`src/sv/drt_pkg.sv`:
```
package drt_pkg;

    // fixed field widths
    localparam int DestW  = 6;
    localparam int PortW  = 4;
    localparam int CostW  = 20;
    localparam int SumW   = CostW + 1;
    // stored cost covers the widest infinity value
    localparam int StoreW = 24;
    localparam int CntW   = 11;

    localparam int DEST_COUNT_DEF    = 64;
    localparam int PORT_COUNT_DEF    = 16;
    localparam int COST_INFINITY_DEF = 999999;

    // destinations reachable through the dest field
    localparam int WalkMax = 64;

    localparam logic KIND_ROUTE = 1'b0;
    localparam logic KIND_ADV   = 1'b1;

    typedef struct packed {
        logic [PortW-1:0]  port;
        logic [StoreW-1:0] cost;
    } t_entry;

    typedef struct packed {
        logic re;
        logic we;
    } t_tbl_ctl;

endpackage

```
`src/sv/drt_if.sv`:
```
interface drt_in_if import drt_pkg::*; ();
    logic             valid;
    logic             ready;
    logic             kind;
    logic [PortW-1:0] port;
    logic [DestW-1:0] dest;
    logic [CostW-1:0] neighbor_cost;
    logic [CostW-1:0] link_cost;
    logic             last_in_update;

    modport source (
        output valid, kind, port, dest, neighbor_cost, link_cost, last_in_update,
        input  ready
    );
    modport sink (
        input  valid, kind, port, dest, neighbor_cost, link_cost, last_in_update,
        output ready
    );
endinterface

interface drt_out_if import drt_pkg::*; ();
    logic             valid;
    logic             ready;
    logic [DestW-1:0] out_dest;
    logic [CostW-1:0] out_cost;
    logic             entry_valid;
    logic             route_installed;
    logic             update_changed;
    logic             last;

    modport source (
        output valid, out_dest, out_cost, entry_valid, route_installed, update_changed,
               last,
        input  ready
    );
    modport sink (
        input  valid, out_dest, out_cost, entry_valid, route_installed, update_changed,
               last,
        output ready
    );
endinterface

```
`src/sv/drt_table.sv`:
```
module drt_table import drt_pkg::*; #(
    parameter int DEPTH = DEST_COUNT_DEF,
    parameter int AW    = $clog2(DEPTH)
) (
    input  logic          i_clk,
    input  logic          i_rst_n,
    input  t_tbl_ctl      i_ctl,
    input  logic [AW-1:0] i_raddr,
    input  logic [AW-1:0] i_waddr,
    input  t_entry        i_wdata,
    output t_entry        o_rdata,
    output logic          o_rvalid
);

    t_entry             r_mem [DEPTH];
    logic [DEPTH-1:0]   r_valid;
    t_entry             r_rdata;
    logic               r_rvalid;

    always_ff @(posedge i_clk) begin
        if (i_ctl.we) begin
            r_mem[i_waddr] <= i_wdata;
        end
        if (i_ctl.re) begin
            r_rdata  <= r_mem[i_raddr];
            r_rvalid <= r_valid[i_raddr];
        end
    end

    // valid marks in flops so reset empties the table at once
    always_ff @(posedge i_clk) begin
        if (!i_rst_n) begin
            r_valid <= '0;
        end else if (i_ctl.we) begin
            r_valid[i_waddr] <= 1'b1;
        end
    end

    assign o_rdata  = r_rdata;
    assign o_rvalid = r_rvalid;

endmodule

```
`src/sv/distance_vector_route_table.sv`:
```
// channel    | direction | transaction
// i_route    | in        | route entry (kind 0) or advertise request (kind 1)
// o_result   | out       | route result, or one advertised table entry
// i_cfg_we   | in        | write of own_id from i_cfg_data
//
// a route entry goes through a table read, then compare and write-back.
// an advertise request reads each of min(DEST_COUNT, 64) destinations,
// one table read per cycle while the output does not stall; the last result
// leaves from a one-entry hold so that it can carry the last mark.
// reset is synchronous; it empties the table and clears own_id to 0.
// a stalled output holds the walk and blocks new transactions.
module distance_vector_route_table import drt_pkg::*; #(
    parameter int DEST_COUNT    = DEST_COUNT_DEF,
    parameter int PORT_COUNT    = PORT_COUNT_DEF,
    parameter int COST_INFINITY = COST_INFINITY_DEF
) (
    input  logic             i_clk,
    input  logic             i_rst_n,
    input  logic             i_cfg_we,
    input  logic [DestW-1:0] i_cfg_data,
    drt_in_if.sink           i_route,
    drt_out_if.source        o_result
);

    localparam int Depth = (DEST_COUNT < WalkMax) ? DEST_COUNT : WalkMax;
    localparam int AW    = $clog2(Depth);
    localparam logic [AW-1:0]     IdxLast = AW'(Depth - 1);
    localparam logic [StoreW-1:0] CostInf = StoreW'(COST_INFINITY);

    localparam logic [1:0] S_IDLE  = 2'd0;
    localparam logic [1:0] S_ROUTE = 2'd1;
    localparam logic [1:0] S_WALK  = 2'd2;
    localparam logic [1:0] S_FIN   = 2'd3;

    logic [1:0]        r_state, n_state;
    logic [DestW-1:0]  r_own;
    logic              r_changed, n_changed;
    logic [PortW-1:0]  r_port, n_port;
    logic [DestW-1:0]  r_dest, n_dest;
    logic [StoreW-1:0] r_sum, n_sum;
    logic              r_ok, n_ok;
    logic              r_indom, n_indom;
    logic              r_lastu, n_lastu;
    logic [AW-1:0]     r_idx, n_idx;
    logic              r_hold_vld, n_hold_vld;
    logic [DestW-1:0]  r_hold_dest, n_hold_dest;
    logic [CostW-1:0]  r_hold_cost, n_hold_cost;
    logic              r_out_vld, n_out_vld;
    logic [DestW-1:0]  r_out_dest, n_out_dest;
    logic [CostW-1:0]  r_out_cost, n_out_cost;
    logic              r_out_ev, n_out_ev;
    logic              r_out_inst, n_out_inst;
    logic              r_out_chg, n_out_chg;
    logic              r_out_last, n_out_last;

    t_tbl_ctl          tbl_ctl;
    logic [AW-1:0]     tbl_raddr;
    t_entry            tbl_rdata;
    logic              tbl_rvalid;

    logic              accept;
    logic              out_free;
    logic              route_fire;
    logic              install;
    logic              own_match;
    logic              cand;
    logic              adv;
    logic [SumW-1:0]   raw_sum;
    logic [StoreW-1:0] sum_ext;
    logic              chg_all;

    drt_table #(
        .DEPTH (Depth),
        .AW    (AW)
    ) u_table (
        .i_clk    (i_clk),
        .i_rst_n  (i_rst_n),
        .i_ctl    (tbl_ctl),
        .i_raddr  (tbl_raddr),
        .i_waddr  (r_dest[AW-1:0]),
        .i_wdata  ({r_port, r_sum}),
        .o_rdata  (tbl_rdata),
        .o_rvalid (tbl_rvalid)
    );

    assign i_route.ready = (r_state == S_IDLE);
    assign accept        = i_route.valid && i_route.ready;
    assign out_free      = !r_out_vld || o_result.ready;

    assign raw_sum = SumW'(i_route.neighbor_cost) + SumW'(i_route.link_cost);
    assign sum_ext = StoreW'(raw_sum);

    // route compare against the word read in the accept cycle
    assign install    = r_ok && (!tbl_rvalid || (r_sum < tbl_rdata.cost));
    assign route_fire = (r_state == S_ROUTE) && out_free;
    assign chg_all    = r_changed || install;

    // walk: own entry always goes out, others by split horizon
    assign own_match = (DestW'(r_idx) == r_own);
    assign cand      = own_match || (tbl_rvalid && (tbl_rdata.port != r_port));
    assign adv       = (r_state == S_WALK) && (!cand || !r_hold_vld || out_free);

    always_comb begin
        tbl_ctl.we = route_fire && install;
        tbl_ctl.re = accept || (adv && (r_idx != IdxLast));
        if (accept) begin
            tbl_raddr = (i_route.kind == KIND_ROUTE) ? i_route.dest[AW-1:0] : '0;
        end else begin
            tbl_raddr = r_idx + AW'(1);
        end
    end

    always_comb begin
        n_state     = r_state;
        n_changed   = r_changed;
        n_port      = r_port;
        n_dest      = r_dest;
        n_sum       = r_sum;
        n_ok        = r_ok;
        n_indom     = r_indom;
        n_lastu     = r_lastu;
        n_idx       = r_idx;
        n_hold_vld  = r_hold_vld;
        n_hold_dest = r_hold_dest;
        n_hold_cost = r_hold_cost;
        n_out_vld   = r_out_vld && !o_result.ready;
        n_out_dest  = r_out_dest;
        n_out_cost  = r_out_cost;
        n_out_ev    = r_out_ev;
        n_out_inst  = r_out_inst;
        n_out_chg   = r_out_chg;
        n_out_last  = r_out_last;

        case (r_state)
            S_IDLE: begin
                if (accept) begin
                    n_port  = i_route.port;
                    n_dest  = i_route.dest;
                    n_lastu = i_route.last_in_update;
                    n_sum   = (sum_ext > CostInf) ? CostInf : sum_ext;
                    n_indom = (CntW'(i_route.dest) < CntW'(DEST_COUNT))
                              && (i_route.dest != r_own);
                    n_ok    = n_indom
                              && (StoreW'(i_route.neighbor_cost) < CostInf)
                              && (CntW'(i_route.port) < CntW'(PORT_COUNT));
                    n_idx   = '0;
                    n_state = (i_route.kind == KIND_ROUTE) ? S_ROUTE : S_WALK;
                end
            end
            S_ROUTE: begin
                if (route_fire) begin
                    n_out_vld  = 1'b1;
                    n_out_dest = r_dest;
                    if (!r_indom) begin
                        n_out_cost = '0;
                    end else if (install) begin
                        n_out_cost = r_sum[CostW-1:0];
                    end else if (tbl_rvalid) begin
                        n_out_cost = tbl_rdata.cost[CostW-1:0];
                    end else begin
                        n_out_cost = '0;
                    end
                    n_out_ev   = 1'b0;
                    n_out_inst = install;
                    n_out_chg  = r_lastu && chg_all;
                    n_out_last = 1'b1;
                    n_changed  = r_lastu ? 1'b0 : chg_all;
                    n_state    = S_IDLE;
                end
            end
            S_WALK: begin
                if (adv) begin
                    if (cand) begin
                        if (r_hold_vld) begin
                            n_out_vld  = 1'b1;
                            n_out_dest = r_hold_dest;
                            n_out_cost = r_hold_cost;
                            n_out_ev   = 1'b1;
                            n_out_inst = 1'b0;
                            n_out_chg  = 1'b0;
                            n_out_last = 1'b0;
                        end
                        n_hold_vld  = 1'b1;
                        n_hold_dest = DestW'(r_idx);
                        n_hold_cost = own_match ? '0 : tbl_rdata.cost[CostW-1:0];
                    end
                    if (r_idx == IdxLast) begin
                        n_state = S_FIN;
                    end else begin
                        n_idx = r_idx + AW'(1);
                    end
                end
            end
            S_FIN: begin
                if (!r_hold_vld) begin
                    n_state = S_IDLE;
                end else if (out_free) begin
                    n_out_vld  = 1'b1;
                    n_out_dest = r_hold_dest;
                    n_out_cost = r_hold_cost;
                    n_out_ev   = 1'b1;
                    n_out_inst = 1'b0;
                    n_out_chg  = 1'b0;
                    n_out_last = 1'b1;
                    n_hold_vld = 1'b0;
                    n_state    = S_IDLE;
                end
            end
            default: begin
                n_state = S_IDLE;
            end
        endcase
    end

    always_ff @(posedge i_clk) begin
        if (!i_rst_n) begin
            r_state    <= S_IDLE;
            r_own      <= '0;
            r_changed  <= 1'b0;
            r_hold_vld <= 1'b0;
            r_out_vld  <= 1'b0;
        end else begin
            r_state    <= n_state;
            r_changed  <= n_changed;
            r_hold_vld <= n_hold_vld;
            r_out_vld  <= n_out_vld;
            if (i_cfg_we) begin
                r_own <= i_cfg_data;
            end
        end
    end

    always_ff @(posedge i_clk) begin
        r_port      <= n_port;
        r_dest      <= n_dest;
        r_sum       <= n_sum;
        r_ok        <= n_ok;
        r_indom     <= n_indom;
        r_lastu     <= n_lastu;
        r_idx       <= n_idx;
        r_hold_dest <= n_hold_dest;
        r_hold_cost <= n_hold_cost;
        r_out_dest  <= n_out_dest;
        r_out_cost  <= n_out_cost;
        r_out_ev    <= n_out_ev;
        r_out_inst  <= n_out_inst;
        r_out_chg   <= n_out_chg;
        r_out_last  <= n_out_last;
    end

    assign o_result.valid           = r_out_vld;
    assign o_result.out_dest        = r_out_dest;
    assign o_result.out_cost        = r_out_cost;
    assign o_result.entry_valid     = r_out_ev;
    assign o_result.route_installed = r_out_inst;
    assign o_result.update_changed  = r_out_chg;
    assign o_result.last            = r_out_last;

    // own entry is always held before the walk finishes when it lies in range
    a_fin_hold: assert property (@(posedge i_clk) disable iff (!i_rst_n)
        (r_state == S_FIN && CntW'(r_own) < CntW'(Depth)) |-> r_hold_vld)
        else $error("walk finished without a held entry");

    a_chg_clear: assert property (@(posedge i_clk) disable iff (!i_rst_n)
        (route_fire && r_lastu) |=> !r_changed)
        else $error("update change flag not cleared at end of update");

    a_out_kind: assert property (@(posedge i_clk) disable iff (!i_rst_n)
        o_result.valid |-> !(o_result.entry_valid
                             && (o_result.route_installed || o_result.update_changed)))
        else $error("advertised entry carries route flags");

    a_tbl_port: assert property (@(posedge i_clk) disable iff (!i_rst_n)
        tbl_ctl.we |-> !tbl_ctl.re)
        else $error("table read and write in the same cycle");

endmodule
```
`src/flat_wrapper.sv`:
```
// flat-port wrapper written by rule: the top's interface ports become plain ports
module distance_vector_route_table_flat import drt_pkg::*;
#(
    parameter int DEST_COUNT    = DEST_COUNT_DEF,
    parameter int PORT_COUNT    = PORT_COUNT_DEF,
    parameter int COST_INFINITY = COST_INFINITY_DEF
)
  (i_clk, i_rst_n, i_cfg_we, i_cfg_data, i_route_valid, i_route_kind, i_route_port, i_route_dest, i_route_neighbor_cost, i_route_link_cost, i_route_last_in_update, i_route_ready, o_result_valid, o_result_out_dest, o_result_out_cost, o_result_entry_valid, o_result_route_installed, o_result_update_changed, o_result_last, o_result_ready);
  drt_in_if i_route_i ();
  drt_out_if o_result_i ();
  input  logic i_clk;
  input  logic i_rst_n;
  input  logic i_cfg_we;
  input  logic [DestW-1:0] i_cfg_data;
  input wire logic [$bits(i_route_i.valid)-1:0] i_route_valid;
  input wire logic [$bits(i_route_i.kind)-1:0] i_route_kind;
  input wire logic [$bits(i_route_i.port)-1:0] i_route_port;
  input wire logic [$bits(i_route_i.dest)-1:0] i_route_dest;
  input wire logic [$bits(i_route_i.neighbor_cost)-1:0] i_route_neighbor_cost;
  input wire logic [$bits(i_route_i.link_cost)-1:0] i_route_link_cost;
  input wire logic [$bits(i_route_i.last_in_update)-1:0] i_route_last_in_update;
  output wire logic [$bits(i_route_i.ready)-1:0] i_route_ready;
  output wire logic [$bits(o_result_i.valid)-1:0] o_result_valid;
  output wire logic [$bits(o_result_i.out_dest)-1:0] o_result_out_dest;
  output wire logic [$bits(o_result_i.out_cost)-1:0] o_result_out_cost;
  output wire logic [$bits(o_result_i.entry_valid)-1:0] o_result_entry_valid;
  output wire logic [$bits(o_result_i.route_installed)-1:0] o_result_route_installed;
  output wire logic [$bits(o_result_i.update_changed)-1:0] o_result_update_changed;
  output wire logic [$bits(o_result_i.last)-1:0] o_result_last;
  input wire logic [$bits(o_result_i.ready)-1:0] o_result_ready;
  assign i_route_i.valid = i_route_valid;
  assign i_route_i.kind = i_route_kind;
  assign i_route_i.port = i_route_port;
  assign i_route_i.dest = i_route_dest;
  assign i_route_i.neighbor_cost = i_route_neighbor_cost;
  assign i_route_i.link_cost = i_route_link_cost;
  assign i_route_i.last_in_update = i_route_last_in_update;
  assign i_route_ready = i_route_i.ready;
  assign o_result_valid = o_result_i.valid;
  assign o_result_out_dest = o_result_i.out_dest;
  assign o_result_out_cost = o_result_i.out_cost;
  assign o_result_entry_valid = o_result_i.entry_valid;
  assign o_result_route_installed = o_result_i.route_installed;
  assign o_result_update_changed = o_result_i.update_changed;
  assign o_result_last = o_result_i.last;
  assign o_result_i.ready = o_result_ready;
  distance_vector_route_table #(.DEST_COUNT(DEST_COUNT), .PORT_COUNT(PORT_COUNT), .COST_INFINITY(COST_INFINITY)) u_core (.i_clk(i_clk), .i_rst_n(i_rst_n), .i_cfg_we(i_cfg_we), .i_cfg_data(i_cfg_data), .i_route(i_route_i), .o_result(o_result_i));
endmodule
```
`config.mk`:
```
export PLATFORM = sky130hd
export DESIGN_NAME = distance_vector_route_table_flat
export DESIGN_NICKNAME = d
export VERILOG_FILES = /design/src/sv/drt_pkg.sv /design/src/sv/drt_if.sv /design/src/sv/drt_table.sv /design/src/sv/distance_vector_route_table.sv /design/src/flat_wrapper.sv
export SDC_FILE = /design/constraint.sdc
export NUM_CORES = 2
export LEC_CHECK = 0
export BUFFER_PORTS_ARGS = -buffer_cell sky130_fd_sc_hd__buf_2
export CORE_UTILIZATION = 50
export CTS_CLUSTER_DIAMETER = 200
export DETAILED_ROUTE_END_ITERATION = 6
export PLACE_DENSITY = 0.68
export REMOVE_ABC_BUFFERS = 1
export SYNTH_ARGS = -nofsm -noshare
export SYNTH_HDL_FRONTEND = slang
export SYNTH_HIERARCHICAL = 1
export SYNTH_SLANG_ARGS = --single-unit
```
`constraint.sdc`:
```
create_clock -name i_clk -period 5 [get_ports i_clk]
set_input_delay 1.25 -clock i_clk [delete_from_list [all_inputs] [get_ports i_clk]]
set_output_delay 1.25 -clock i_clk [all_outputs]
set_load 0.02 [all_outputs]
```
# After elaboration in Yosys (flattened, before gate mapping)
# Memories as Yosys holds them, arrays and structs flattened. A register that Yosys moved wholly into a read port is not among the register bits.
# Index checks and enable logic that the tools add are counted.
totals:
  register_bits: 175
  mem_bits_rw: 1792
  in_bits: 63
  output_inout_bits: 32
  elab_cells: 153
  memories: 1
memory_table:
  columns: ["memory", "words", "width", "read_ports", "rd_ports_with_merged_regs", "write_ports", "line", "text"]
  rows:
  - ["u_core.u_table.r_mem", 64, 28, 1, 1, 1, "drt_table.sv:15", "t_entry r_mem [DEPTH];"]
classes:
  addsub: 2
  order_cmp: 6
  eq_ne: 18
  muxes: 68
  n_bitwise: 1
  n_reduce_logical: 34
ops:
  columns: ["op", "count"]
  rows:
  - ["$mux 20", 9]
  - ["$mux 6", 11]
  - ["$or 64x64->64", 1]
  - ["$pmux 20 s3", 1]
  - ["$mux 1", 29]
  - ["$lt 24x24->1", 1]
  - ["$add 20x20->21", 1]
  - ["$gt 21x20->1 const B", 1]
  - ["$lt 20x20->1 const B", 1]
  - ["$pmux 6 s3", 1]
  - ["$pmux 1 s3", 5]
  - ["$lt 6x7->1 const B", 2]
  - ["$mux 2", 7]
  - ["$ne 2x1->1 const B", 6]
  - ["$pmux 6 s2", 1]
  - ["$logic_and 1x1->1", 11]
  - ["$pmux 2 s4", 1]
  - ["$logic_or 1x1->1", 7]
  - ["$reduce_and 7->1", 1]
  - ["$add 6x1->6 const B", 1]
  - ["$bmux 1 s6", 1]
  - ["$demux 1 s6", 1]
  - ["$eq 6x6->1", 1]
  - ["$eq 6x6->1 const B", 1]
  - ["17 further kinds", 27]

# Logic depth before layout (Yosys ltp)
logic_depth:
  depth_word: 9
  depth_mapped: 16
  mapped_depth_nobuf: 13

# Hierarchy
# The synthesis kept the hierarchy.
modules_own_cells:
  columns: ["mod", "instances", "cells_per_inst", "area_each_um2", "seq_area_each_um2"]
  rows:
  - ["drt_table", 1, 3104, 71725.0, 55963.7]
  - ["distance_vector_route_table", 1, 610, 6443.7, 3103.0]

# Least setup slack after synthesis
# Ideal clock, no wire load.
synth_timing:
  kind: "register -> register"
  from: "reg u_core.r_sum[5]"
  to: "mem u_core/u_table/r_mem[62][0] (netlist bit), enable pin"
  setup_ns: 0.415
  arrival_time_ns: 4.518
  t_required_ns: 4.585
  slack_ns: 0.068
  path_stages_with_launch: 11
  n_path_buf: 1
  period_less_slack_ns: 4.932
  cell_sequence: "edfxtp_1 ha_1 a2111oi_0 o21ai_0 a2111oi_0 o211a_1 buf_2 and3_1 nor2b_1 nand3_1 nor2_1"
synth_lines:
  columns: ["item", "line", "text"]
  rows:
  - ["start: declaration", "distance_vector_route_table.sv:40", "logic [StoreW-1:0] r_sum, n_sum;"]
  - ["start signal: assignment", "distance_vector_route_table.sv:236", "r_sum <= n_sum;"]
  - ["end: declaration", "drt_table.sv:15", null]

==> results.txt <==
----------------------------------------------------
[Die]
  Starting density of the core ... 0.506
  Core area ... 155,000 um^2
  Die Footprint ... approximately 160,000 um^2
  Number of ports placed on the die boundary ... 95
  Die Span Y ... 397 um
  Placement Rows ... 144
  Floorplan die width ... just under 400 um

[Setup path]
  Critical Path Fanout Max ... 29
  Worst path arrival time ... 4750 ps
  Maximum single-stage delay on the critical path ... about 620 ps
  Endpoint kind of the worst setup timing path ... flop
  CP cell instances ... ha_1, a21oi_1, o21ai_0, a21oi_1, o21ai_0, a2111oi_0, o211a_1, and3_1, nor2b_1, nand2_1, buf_4, nor2_4, buf_4
  CP Launch Type ... flop
  Data required time of the worst path ... 5430 ps
  Critical path class ... flop to flop
  Slowest cell on crit path ... a2111oi_0
  Worst reg2reg path depth ... 13

[Clocking]
  Total of hold buffers inserted after clock tree synthesis ... 0
  # clock sinks ... 1,992
  Cell at the root of the clock tree ... clkbuf_16
  Number of CTS-inserted buffers ... 197
  Clock-pin slew on the worst setup and hold paths ... 60 ps
  Buffer count from post-CTS setup fixing ... 0
  CTS tree ... done
  Maximum level of the CTS H-tree ... 4
  Later-pin clock latency in the skew report ... 830 ps
  Clock Tree Buf Depth ... 3
  Total of cells resized after clock tree synthesis ... 0

[Run status]
  Status ... finished, final reports clean

[Placement]
  Half-perimeter wire length of the detailed placement result ... 120,000 um
  Post-place instance area ... 83,700 um^2
  Count of buffers inserted at the top-level ports ... 94
  Final Wtd Congestion ... 0.934

[Synthesis]
  Post-synthesis cell type with the largest combined area ... edfxtp_1
  Top cell type's share of synthesized area ... 0.736
  Leading cell types by total area after synthesis ... edfxtp_1 (74%), mux4_2 (14%), dfxtp_1 (1.9%)
  Top-count cell post-synth ... edfxtp_1
  Most used flip-flop cell after synthesis ... edfxtp_1
  Async set-reset flop share out of synthesis ... 0
  Number of library cell types mapped by synthesis ... 72
  Leading post-synthesis cells by instance count ... edfxtp_1 (1,917), mux4_2 (485), nor2_1 (131)
  Number of synthesized flops with an enable pin ... 1,917
  Synth warn ... 6
  #FFs+latches synth ... 1,992
  Proportion of synthesized chip area in sequential cells ... 0.756
  Synth Area per Inst ... between 20 and 25 um^2
  Synthesized netlist cell count ... 3,714
  Syn Std Cell Area ... 78,200 um^2

[Power]
  Largest vdd supply drop ... 472 uV
  Total Power ... approximately 0.057 W
  Power density relative to cell area ... 629 nW/um^2
  Leakage power ... 29.4 nW

[Timing]
  Final Hold Viols ... 0
  RSZ-0062 raised after global routing ... false
  Measured slew at the worst slew-check pin ... 1160 ps
  Max-slew violation count ... 0
  Worst-case headroom to the max-slew limit ... 0.227
  Highest attainable clock frequency ... between 200 and 250 MHz
  Final setup violation count ... 0
  Final worst clock skew ... 42.4 ps
  Crit share post-route ... 0.862
  Min Clock Period, post-route ... 4310 ps

[Global routing]
  Number of antenna violations at the first check in global routing ... 7
  Remaining global-route overflow ... 0
  Via count of the first global-routing pass ... 39,400
  Total routing usage reported by global routing ... 0.254
  Wire length of the first global-routing pass ... 283,000 um
  Maximum number of pins on one net before global-route repair ... 82

[Cells and area]
  Layout Nets ... between 4,000 and 5,000
  Filler cell count in the final layout ... 11,100
  Share of post-route cells with drive strength above 1 ... 0.279
  Synth-to-layout area growth ... 15.5%
  Final std cell area, no fill ... 90,300 um^2
  Register area ... 59,100 um^2
  Area occupied by multi-input gates ... 19,100 um^2

[Detailed routing]
  Drt first-iter violations ... 4,602
  Vias post-DR ... between 30,000 and 40,000
  Avg WL per Cell ... approximately 31 um
  Number of search-and-repair iterations in the first detailed-routing pass ... 5
  Final WL ... 198,000 um
  Per-cell via count in the routed design ... 6.13
  Remaining design rule violation count ... 0
  Routed Antenna Nets ... 0

[Worst hold path]
  Classification of the worst-slack hold path ... flop to flop
  Number of cells on the worst hold path ... 1

[Flow run]
  Max-cap violation count ... 0

----------------------------------------------------
==> sequential cells by signal, indices dropped and copies added (netlist names) <==
| name | flops |
|---|---|
| u_core/u_table/r_mem | 1792 |
| u_core/u_table/r_valid | 64 |
| u_core/u_table/o_rdata | 28 |
| u_core/r_sum | 21 |
| u_core/o_result.out_cost | 20 |
| u_core/r_hold_cost | 20 |
| u_core/o_result.out_dest | 6 |
| u_core/r_dest | 6 |
| u_core/r_hold_dest | 6 |
| u_core/r_idx | 6 |
| u_core/r_own | 6 |
| u_core/r_port | 4 |
| u_core/r_state | 2 |
| u_core/o_result.entry_valid | 1 |
| u_core/o_result.last | 1 |
| u_core/o_result.route_installed | 1 |
| u_core/o_result.update_changed | 1 |
| u_core/o_result.valid | 1 |
| u_core/r_changed | 1 |
| u_core/r_hold_vld | 1 |
| u_core/r_indom | 1 |
| u_core/r_lastu | 1 |
| u_core/r_ok | 1 |
| u_core/u_table/o_rvalid | 1 |
==> critical path, delay by kind of cell (launching register included) <==
family	cells	cell delay (ps)
AO/OA/AOI/OAI	6	1330
adder cells (fa/ha/maj)	1	350
buffers and inverters	2	750
flip-flops	1	490
AND/OR/NAND/NOR	4	940
==> per-layer routing <==
metal | track usage | share of wire
met4 | 0.109 | 0.046
met2 | 0.402 | 0.48
met1 | 0.346 | 0.39
met5 | 0 | 0
met3 | 0.0478 | 0.085
==> cells by family (layout without fill, tap and decap cells) <==
| family | after synthesis | after routing | synth area share |
|---|---|---|---|
| buf+inv | 230 | 761 | 0.0172 |
| mux | 602 | 602 | 0.155 |
| simple gates | 360 | 360 | 0.0221 |
| fa+ha+maj | 46 | 46 | 0.00746 |
| compound gates | 447 | 447 | 0.0385 |
| flops | 1992 | 1992 | 0.756 |
| xor+xnor | 36 | 36 | 0.00413 |
| other cells | 1 | 195 | 0.0000480 |
==> worst paths after layout <==
path	to	slack, ps	startpoint
worst max-delay path	u_core/u_table/r_mem[18][23]	690	u_core/r_sum[2]
worst min-delay path	u_core/u_table/r_valid[60]	460	u_core/u_table/r_valid[60]
worst max register to register	u_core/u_table/r_mem[18][23]	690	u_core/r_sum[2]
worst min register to register	u_core/u_table/r_valid[60]	460	u_core/u_table/r_valid[60]
==> stage by stage <==
stage,setup slack [ps],cells,hold slack (ps),TNS [ps],utilization
after CTS,670,6481,464,0,0.584
after detailed placement,87.8,6109,450,0,0.542
after floorplan,-44460,3708,435,-1931300,-
after global routing,354,6481,478,0,0.584
after global placement,145,6109,441,0,0.542
final,690,6483,460,0,0.584
==> area by class of cell <==
| cell class | instances | share of cell area |
|---|---|---|
| Antenna cell | 2 | 0.0000554 |
| Inverter | 32 | 0.00133 |
| Clock buffer | 260 | 0.0587 |
| Tap cell | 2044 | 0.0283 |
| Sequential cell | 1992 | 0.654 |
| Multi-Input combinational cell | 1684 | 0.211 |
| Timing Repair Buffer | 357 | 0.0325 |
| Clock inverter | 112 | 0.0139 |
==> placed cells by master (no fill, tap or decap), types with 10 or more instances in the layout <==
master | netlist | final
conb_1 | 1 | 193
clkbuf_1 | 79 | 52
xor2_1 | 17 | 17
buf_12 | 2 | 39
o21ai_0 | 90 | 88
nor2_4 | 0 | 62
nor2b_1 | 31 | 31
o221ai_1 | 26 | 26
buf_4 | 39 | 225
bufinv_16 | 0 | 21
a211o_1 | 11 | 11
o21ai_1 | 10 | 10
o22ai_1 | 43 | 43
ha_1 | 45 | 45
o21a_1 | 68 | 68
a21oi_1 | 71 | 65
mux2_2 | 14 | 14
o41ai_1 | 21 | 21
nand3_1 | 19 | 19
edfxtp_1 | 1917 | 1917
nand2b_1 | 22 | 22
nor3_1 | 16 | 16
mux2i_1 | 103 | 103
clkbuf_16 | 0 | 199
buf_2 | 41 | 93
a211oi_1 | 26 | 26
nand2_1 | 83 | 83
and2_1 | 23 | 23
inv_1 | 30 | 29
nor2_1 | 131 | 65
xnor2_1 | 18 | 16
mux4_2 | 485 | 485
a31oi_1 | 21 | 21
clkinv_2 | 0 | 31
dfxtp_1 | 75 | 75
clkinv_1 | 2 | 38
==> where the power goes <==
group          switching [W]  internal, W
clock                0.00630      0.00859
combinational         0.0127      0.00862
sequential          0.000411       0.0201
total                 0.0194       0.0373
Power figures use the tool's default switching activity.
